[src/grid_neighbor_index_generator_assert.svh]
// ----------------------------------------------------------------------------
// Grid neighbour index generator - assertion macros
// Shared concurrent assertion forms, clocked on clk, disabled in reset.
// ----------------------------------------------------------------------------
`ifndef GRID_NEIGHBOR_INDEX_GENERATOR_ASSERT_SVH
`define GRID_NEIGHBOR_INDEX_GENERATOR_ASSERT_SVH

// same-cycle implication
`define GNIG_ASSERT_IMP(lbl, ante, cons, msg) \
  lbl: assert property (@(posedge clk) disable iff (!rst_n) (ante) |-> (cons)) \
    else $error(msg);

// next-cycle implication
`define GNIG_ASSERT_NXT(lbl, ante, cons, msg) \
  lbl: assert property (@(posedge clk) disable iff (!rst_n) (ante) |=> (cons)) \
    else $error(msg);

`endif

[src/gnig_pkg.sv]
// ----------------------------------------------------------------------------
// Grid neighbour index generator - package
// Widths, codes, neighbour offset tables and small helper functions.
// ----------------------------------------------------------------------------
package gnig_pkg;

  localparam int IDX_W       = 30;
  localparam int DIM_W       = 11;
  localparam int SLICE_W     = 2 * DIM_W;
  localparam int VOL_W       = 3 * DIM_W;
  localparam int OFS_W       = VOL_W + 2;
  localparam int STEP_N      = 2;
  localparam int DIV_STAGES  = IDX_W / STEP_N;
  localparam int SLOT_N      = 26;
  localparam int SLOT_W      = 5;
  localparam int FACE_N      = 6;
  localparam int FACE_W      = 3;
  localparam int CFG_ADDR_W  = 3;
  localparam int IN_TDATA_W  = 32;
  localparam int OUT_TDATA_W = 32;
  localparam int OUT_TUSER_W = 3;

  localparam logic [CFG_ADDR_W-1:0] REG_GRID_WIDTH  = 3'd0;
  localparam logic [CFG_ADDR_W-1:0] REG_GRID_HEIGHT = 3'd1;
  localparam logic [CFG_ADDR_W-1:0] REG_GRID_DEPTH  = 3'd2;
  localparam logic [CFG_ADDR_W-1:0] REG_PERIODIC    = 3'd3;
  localparam logic [CFG_ADDR_W-1:0] REG_SCHEME      = 3'd4;

  localparam logic SCHEME_FACE = 1'b0;
  localparam logic SCHEME_ALL  = 1'b1;

  // step codes along one axis
  localparam logic [1:0] D_M = 2'd0;
  localparam logic [1:0] D_Z = 2'd1;
  localparam logic [1:0] D_P = 2'd2;

  typedef struct packed {
    logic [1:0] dz;
    logic [1:0] dy;
    logic [1:0] dx;
  } delta_t;

  typedef struct packed {
    logic lo;
    logic hi;
    logic ok_m;
    logic ok_p;
  } axis_t;

  typedef struct packed {
    axis_t z;
    axis_t y;
    axis_t x;
  } axes_t;

  typedef struct packed {
    logic [IDX_W-1:0] idx;
    logic [DIM_W-1:0] col;
  } tag_t;

  localparam delta_t ALL_TAB [SLOT_N] = '{
    '{D_M, D_M, D_M}, '{D_M, D_M, D_Z}, '{D_M, D_M, D_P},
    '{D_M, D_Z, D_M}, '{D_M, D_Z, D_Z}, '{D_M, D_Z, D_P},
    '{D_M, D_P, D_M}, '{D_M, D_P, D_Z}, '{D_M, D_P, D_P},
    '{D_Z, D_M, D_M}, '{D_Z, D_M, D_Z}, '{D_Z, D_M, D_P},
    '{D_Z, D_Z, D_M},                   '{D_Z, D_Z, D_P},
    '{D_Z, D_P, D_M}, '{D_Z, D_P, D_Z}, '{D_Z, D_P, D_P},
    '{D_P, D_M, D_M}, '{D_P, D_M, D_Z}, '{D_P, D_M, D_P},
    '{D_P, D_Z, D_M}, '{D_P, D_Z, D_Z}, '{D_P, D_Z, D_P},
    '{D_P, D_P, D_M}, '{D_P, D_P, D_Z}, '{D_P, D_P, D_P}
  };

  // -x, +x, -y, +y, -z, +z
  localparam delta_t FACE_TAB [FACE_N] = '{
    '{D_Z, D_Z, D_M}, '{D_Z, D_Z, D_P},
    '{D_Z, D_M, D_Z}, '{D_Z, D_P, D_Z},
    '{D_M, D_Z, D_Z}, '{D_P, D_Z, D_Z}
  };

  function automatic logic slot_used(input logic scheme, input logic [SLOT_W-1:0] slot);
    logic u;
    if (scheme == SCHEME_ALL) begin
      u = (slot < SLOT_W'(SLOT_N));
    end else begin
      u = (slot < SLOT_W'(FACE_N));
    end
    return u;
  endfunction

  function automatic delta_t slot_delta(input logic scheme, input logic [SLOT_W-1:0] slot);
    delta_t d;
    d = '{D_Z, D_Z, D_Z};
    if (scheme == SCHEME_ALL) begin
      if (slot < SLOT_W'(SLOT_N)) d = ALL_TAB[slot];
    end else if (slot < SLOT_W'(FACE_N)) begin
      d = FACE_TAB[slot[FACE_W-1:0]];
    end
    return d;
  endfunction

  function automatic axis_t axis_flags(input logic lo, input logic hi, input logic can_wrap);
    axis_t a;
    a.lo   = lo;
    a.hi   = hi;
    a.ok_m = !lo || can_wrap;
    a.ok_p = !hi || can_wrap;
    return a;
  endfunction

  function automatic logic axis_ok(input logic [1:0] code, input axis_t a);
    logic ok;
    case (code)
      D_M:     ok = a.ok_m;
      D_P:     ok = a.ok_p;
      default: ok = 1'b1;
    endcase
    return ok;
  endfunction

  function automatic logic axis_wrap(input logic [1:0] code, input axis_t a);
    return ((code == D_M) && a.lo) || ((code == D_P) && a.hi);
  endfunction

  // linear offset of one axis step; unit is the axis stride, span is (extent-1)*stride
  function automatic logic signed [OFS_W-1:0] axis_ofs(input logic [1:0] code,
                                                       input axis_t a,
                                                       input logic [VOL_W-1:0] unit,
                                                       input logic [VOL_W-1:0] span);
    logic signed [OFS_W-1:0] u;
    logic signed [OFS_W-1:0] s;
    logic signed [OFS_W-1:0] o;
    u = $signed({2'b00, unit});
    s = $signed({2'b00, span});
    case (code)
      D_M:     o = a.lo ? s : -u;
      D_P:     o = a.hi ? -s : u;
      default: o = '0;
    endcase
    return o;
  endfunction

endpackage

[src/gnig_div_pipe.sv]
// ----------------------------------------------------------------------------
// Grid neighbour index generator - pipelined divider
// Restoring division of an index by a grid extent, STEP_N quotient bits per
// stage, with a sideband tag carried alongside.
// ----------------------------------------------------------------------------
module gnig_div_pipe (
  input  logic                        clk,
  input  logic                        rst_n,
  input  logic                        en,
  input  logic                        in_valid,
  input  logic [gnig_pkg::IDX_W-1:0]  in_num,
  input  logic [gnig_pkg::DIM_W-1:0]  in_den,
  input  gnig_pkg::tag_t              in_tag,
  output logic                        out_valid,
  output logic [gnig_pkg::IDX_W-1:0]  out_quot,
  output logic [gnig_pkg::DIM_W-1:0]  out_rem,
  output gnig_pkg::tag_t              out_tag
);
  import gnig_pkg::*;

  logic [DIV_STAGES-1:0] valid_r;
  logic [DIM_W:0]        a_r   [DIV_STAGES];
  logic [IDX_W-1:0]      q_r   [DIV_STAGES];
  tag_t                  tag_r [DIV_STAGES];

  for (genvar s = 0; s < DIV_STAGES; s++) begin : g_stage
    logic             v_in;
    logic [DIM_W:0]   a_in;
    logic [IDX_W-1:0] q_in;
    tag_t             tag_in;
    logic [DIM_W:0]   a_nxt;
    logic [IDX_W-1:0] q_nxt;

    if (s == 0) begin : g_head
      assign v_in   = in_valid;
      assign a_in   = '0;
      assign q_in   = in_num;
      assign tag_in = in_tag;
    end else begin : g_body
      assign v_in   = valid_r[s-1];
      assign a_in   = a_r[s-1];
      assign q_in   = q_r[s-1];
      assign tag_in = tag_r[s-1];
    end

    always_comb begin
      a_nxt = a_in;
      q_nxt = q_in;
      for (int k = 0; k < STEP_N; k++) begin
        a_nxt = {a_nxt[DIM_W-1:0], q_nxt[IDX_W-1]};
        q_nxt = {q_nxt[IDX_W-2:0], 1'b0};
        if (a_nxt >= {1'b0, in_den}) begin
          a_nxt    = a_nxt - {1'b0, in_den};
          q_nxt[0] = 1'b1;
        end
      end
    end

    always_ff @(posedge clk) begin
      if (!rst_n) begin
        valid_r[s] <= 1'b0;
      end else if (en) begin
        valid_r[s] <= v_in;
      end
    end

    always_ff @(posedge clk) begin
      if (en) begin
        a_r[s]   <= a_nxt;
        q_r[s]   <= q_nxt;
        tag_r[s] <= tag_in;
      end
    end
  end

  assign out_valid = valid_r[DIV_STAGES-1];
  assign out_quot  = q_r[DIV_STAGES-1];
  assign out_rem   = a_r[DIV_STAGES-1][DIM_W-1:0];
  assign out_tag   = tag_r[DIV_STAGES-1];

endmodule
[config.mk]
export PLATFORM = sky130hd
export DESIGN_NAME = gnig_div_pipe
export DESIGN_NICKNAME = d
export VERILOG_FILES = /design/src/grid_neighbor_index_generator_assert.svh /design/src/gnig_pkg.sv /design/src/gnig_div_pipe.sv
export SDC_FILE = /design/constraint.sdc
export NUM_CORES = 2
export LEC_CHECK = 0
export CAP_MARGIN = 20
export CORE_AREA = 2 2 309 464
export DETAILED_ROUTE_END_ITERATION = 8
export DIE_AREA = 0 0 311 466
export DONT_BUFFER_PORTS = 1
export PLACE_DENSITY_LB_ADDON = 0.15
export SYNTH_ARGS = -nofsm -noshare
export SYNTH_HDL_FRONTEND = slang
export SYNTH_SLANG_ARGS = --single-unit
export TNS_END_PERCENT = 1
[constraint.sdc]
create_clock -name clk -period 7.1 [get_ports clk]
set_input_delay 0.355 -clock clk [delete_from_list [all_inputs] [get_ports clk]]
set_output_delay 0.355 -clock clk [all_outputs]
set_load 0.05 [all_outputs]
==> impl_metrics.yaml <==
worst_hold_path:
  hold_depth: 2
  hp-class: "in2reg"
  hold_end: "a_r[0][84]"
  hold_path.startpoint: "in_den[0]"
route:
  wl_per_cell_microns: 19.3
  vias: 30175
  antenna_left: 0
  first_pass_iters: 5
  drt-initial-drc-count: 1826
  wl_mm: 114
  vias_per_cell: 5.12
  drc: 0
worst_setup_path:
  crit_slowest_cell: "a2111oi_4"
  r2r-end: "a_r[0][38]"
  cp-start-kind: "register"
  crit_chain: "inv_1 -> ha_1 -> fa_1 -> and2b_1 -> o22ai_2 -> a21oi_1 -> a211oi_1 -> or2_2 -> mux2_2 -> ha_1 -> and3_1 -> a21oi_1 -> nand3_1 -> nand2_1 -> a211oi_1 -> a2111oi_4 -> mux2_2"
  critPathCaptureType: "register"
  r2r_start: "q_r[0][89]"
  ff2ff_setup_slack_ps: 1660
  cpPeakStageDelay_ps: 980
  cp_top_family: "compound AO/OA/AOI/OAI gates"
  cp-startpoint: "q_r[0][89]"
  arrival_ps: 5960
  cp.buffers_inverters: 1
  crit_required_ps: 7620
  crit_type: "reg2reg"
  critical_path.max_fanout: 12
  r2r_cells: 17
  path_depth: 17
synthesis:
  yosysTopAreaCellShare_pct: 65.8
  ys.flop_type: "edfxtp_1"
  synth.largest_area_cell: "edfxtp_1"
  yosys.cell_types.count: 80
  ys_seq_elements: 1245
  synthCells: 3717
  synth-seq-area-share_pct: 66.3
  synth-edff-count: 1230
  synth_common_cells: "1230 x edfxtp_1, 321 x ha_1, 207 x nor2_1"
  yosysMostFrequentCell: "edfxtp_1"
  yosysWarnings: 0
  avgSynthCellArea_sq_um: 15.1
  synthTopCellsByArea: "edfxtp_1 66%, ha_1 7.2%, mux2_2 2.9%"
  syn-num-nets: 4153
  async_reset_ff_share_pct: 0
  netlist_area_sq_mm: 0.0562
sta:
  slew_headroom_pct: 14.8
  tightestPinTransition_ps: 1280
  layout_min_cycle_time_ps: 5440
  hold_viol: 0
  skew_ps: 39.7
  slew_viol_final: 0
  fmax_mhz: 184
  period_share_pct: 76.7
  setup_viol_count_final: 0
  rsz0062_at_grt: "false"
  tns_ps: 0
power_and_ir_drop:
  p_per_area_mw_per_mm2: 541
  leakage_uw: 0.0234
  peakVddDrop_uv: 281
place:
  placed_cells: 5591
  gp_congestion: 0.858
  dp_hpwl_mm: 73.5
  portBuffers: 0
cells_and_area:
  final-instance-count-excl-fill: 5896
  final_core_util_pct: 45.3
  area_delta_synth_final_pct: 13.5
  fin_nets: 4347
  drive_gt1_share_pct: 12.6
  fillers: 12487
flow_run:
  drv_cap: 0
clocking:
  clock_latency_ps: 770
  cts_root_buffer: "clkbuf_16"
  cts_buffers: 119
  cts_tree: "done"
  h-tree-depth: 3
  cts_sinks: 1245
  post_cts_buffers: 0
  cts_buffer_depth: 3
  clkTransAtPathRegs_ps: 70
die:
  die_area_sq_mm: 0.145
  ioPinCount: 169
  rows: 169
  initial_utilization_pct: 39.9
  coreArea_sq_mm: 0.141
  die_y_microns: 466
  die_w_microns: 311
global_route:
  antenna_found_initial: 6
  grt_max_degree: 291
  grt_pass1_wl_mm: 177
  grt_remaining_overflow: 0
  grt_pass1_vias: 30699
  grtUsageTotal_pct: 15.7
outcome:
  outcome: "completed"
cells in the final DEF (no fill, tap or decap), drive strengths merged, types with 13 or more instances in the layout:
master       count
edfxtp        1230
ha             321
nor2           208
mux2           202
inv            192
a21oi          175
nand2          141
xnor2          134
clkbuf         132
nor3           120
o21ai          106
xor2            87
mux2i           75
dlygate4sd3     75
nor2b           56
nand4           54
a21o            52
buf             52
clkinv          49
nand3           43
nor4            39
a31oi           33
o211ai          30
or2             30
fa              29
a211oi          24
nand2b          23
nand3b          22
o2111ai         22
bufinv          20
o21a            19
and3            17
a311oi          17
and4            16
dfxtp           15
a41oi           13
through the flow:
stage | hold WS, ps | power, uW | instance area (sq um) | setup WS [ps]
6_report | 62.4 | 34500 | 63700 | 1660
3_3_place_gp | 400 | 27800 | 58700 | 999
2_1_floorplan | 400 | 24300 | 56200 | 2080
4_1_cts | 15.1 | 34900 | 63600 | 1650
5_1_grt | 41.0 | 37000 | 63700 | 1260
3_5_place_dp | 405 | 27900 | 58700 | 1020
metal layers:
| layer | GRT usage, % | vias up | routed length (microns) | share of wire, % |
|---|---|---|---|---|
| met5 | 0 | - | 46 | 0.041 |
| met2 | 27.1 | 516 | 56600 | 50 |
| met4 | 5.95 | 6 | 3610 | 3.2 |
| li1 | - | 14746 | - | - |
| met1 | 19.5 | 14690 | 48900 | 43 |
| met3 | 2.82 | 217 | 4400 | 3.9 |
cells by family after synthesis:
| group | after synthesis | share of synthesized area, % |
|---|---|---|
| AO/OA/AOI/OAI | 577 | 7.17 |
| XOR/XNOR | 221 | 3.45 |
| adder cells (fa/ha/maj) | 350 | 8.19 |
| buffers and inverters | 236 | 1.83 |
| flip-flops | 1245 | 66.3 |
| multiplexers | 277 | 5.72 |
| AND/OR/NAND/NOR | 811 | 7.34 |
what timing repair did:
| item | in CTS | in global routing |
|---|---|---|
| resized for setup | 0 | 0 |
| hold buffers | 77 | 0 |
| hold endpoints to repair | 112 | 0 |
how the worst max path moves through the flow:
stage                 end  slack [ps]
6_report       a_r[0][38]        1660
5_1_grt        a_r[1][15]        1260
4_1_cts        a_r[1][82]        1650
3_5_place_dp   a_r[1][82]        1020
3_3_place_gp   a_r[1][82]        1000
2_1_floorplan  a_r[0][40]        2080
cell type report:
class | count | area, sq um | share of cell area (%)
multi-input combinational | 2236 | 17900 | 28.1
antenna | 3 | 7.51 | 0.0118
clock buffer | 132 | 3030 | 4.75
timing repair buffer | 127 | 1350 | 2.12
clock inverter | 90 | 1160 | 1.82
inverter | 182 | 688 | 1.08
sequential | 1245 | 37200 | 58.4
tap | 1881 | 2350 | 3.69
sequential cells by signal, indices dropped and copies added (netlist names):
register and flops:
q_r 450, g_stage.v_in 14, out_valid 1, a_r 165, tag_r 615
where the power goes:
group | internal, uW | switching [uW] | leakage (uW)
clock network | 3840 | 2860 | 0.00201
logic | 8140 | 8930 | 0.00922
registers | 9980 | 760 | 0.0121
total | 22000 | 12500 | 0.0234
No activity file was read; power rests on OpenSTA's default activity.
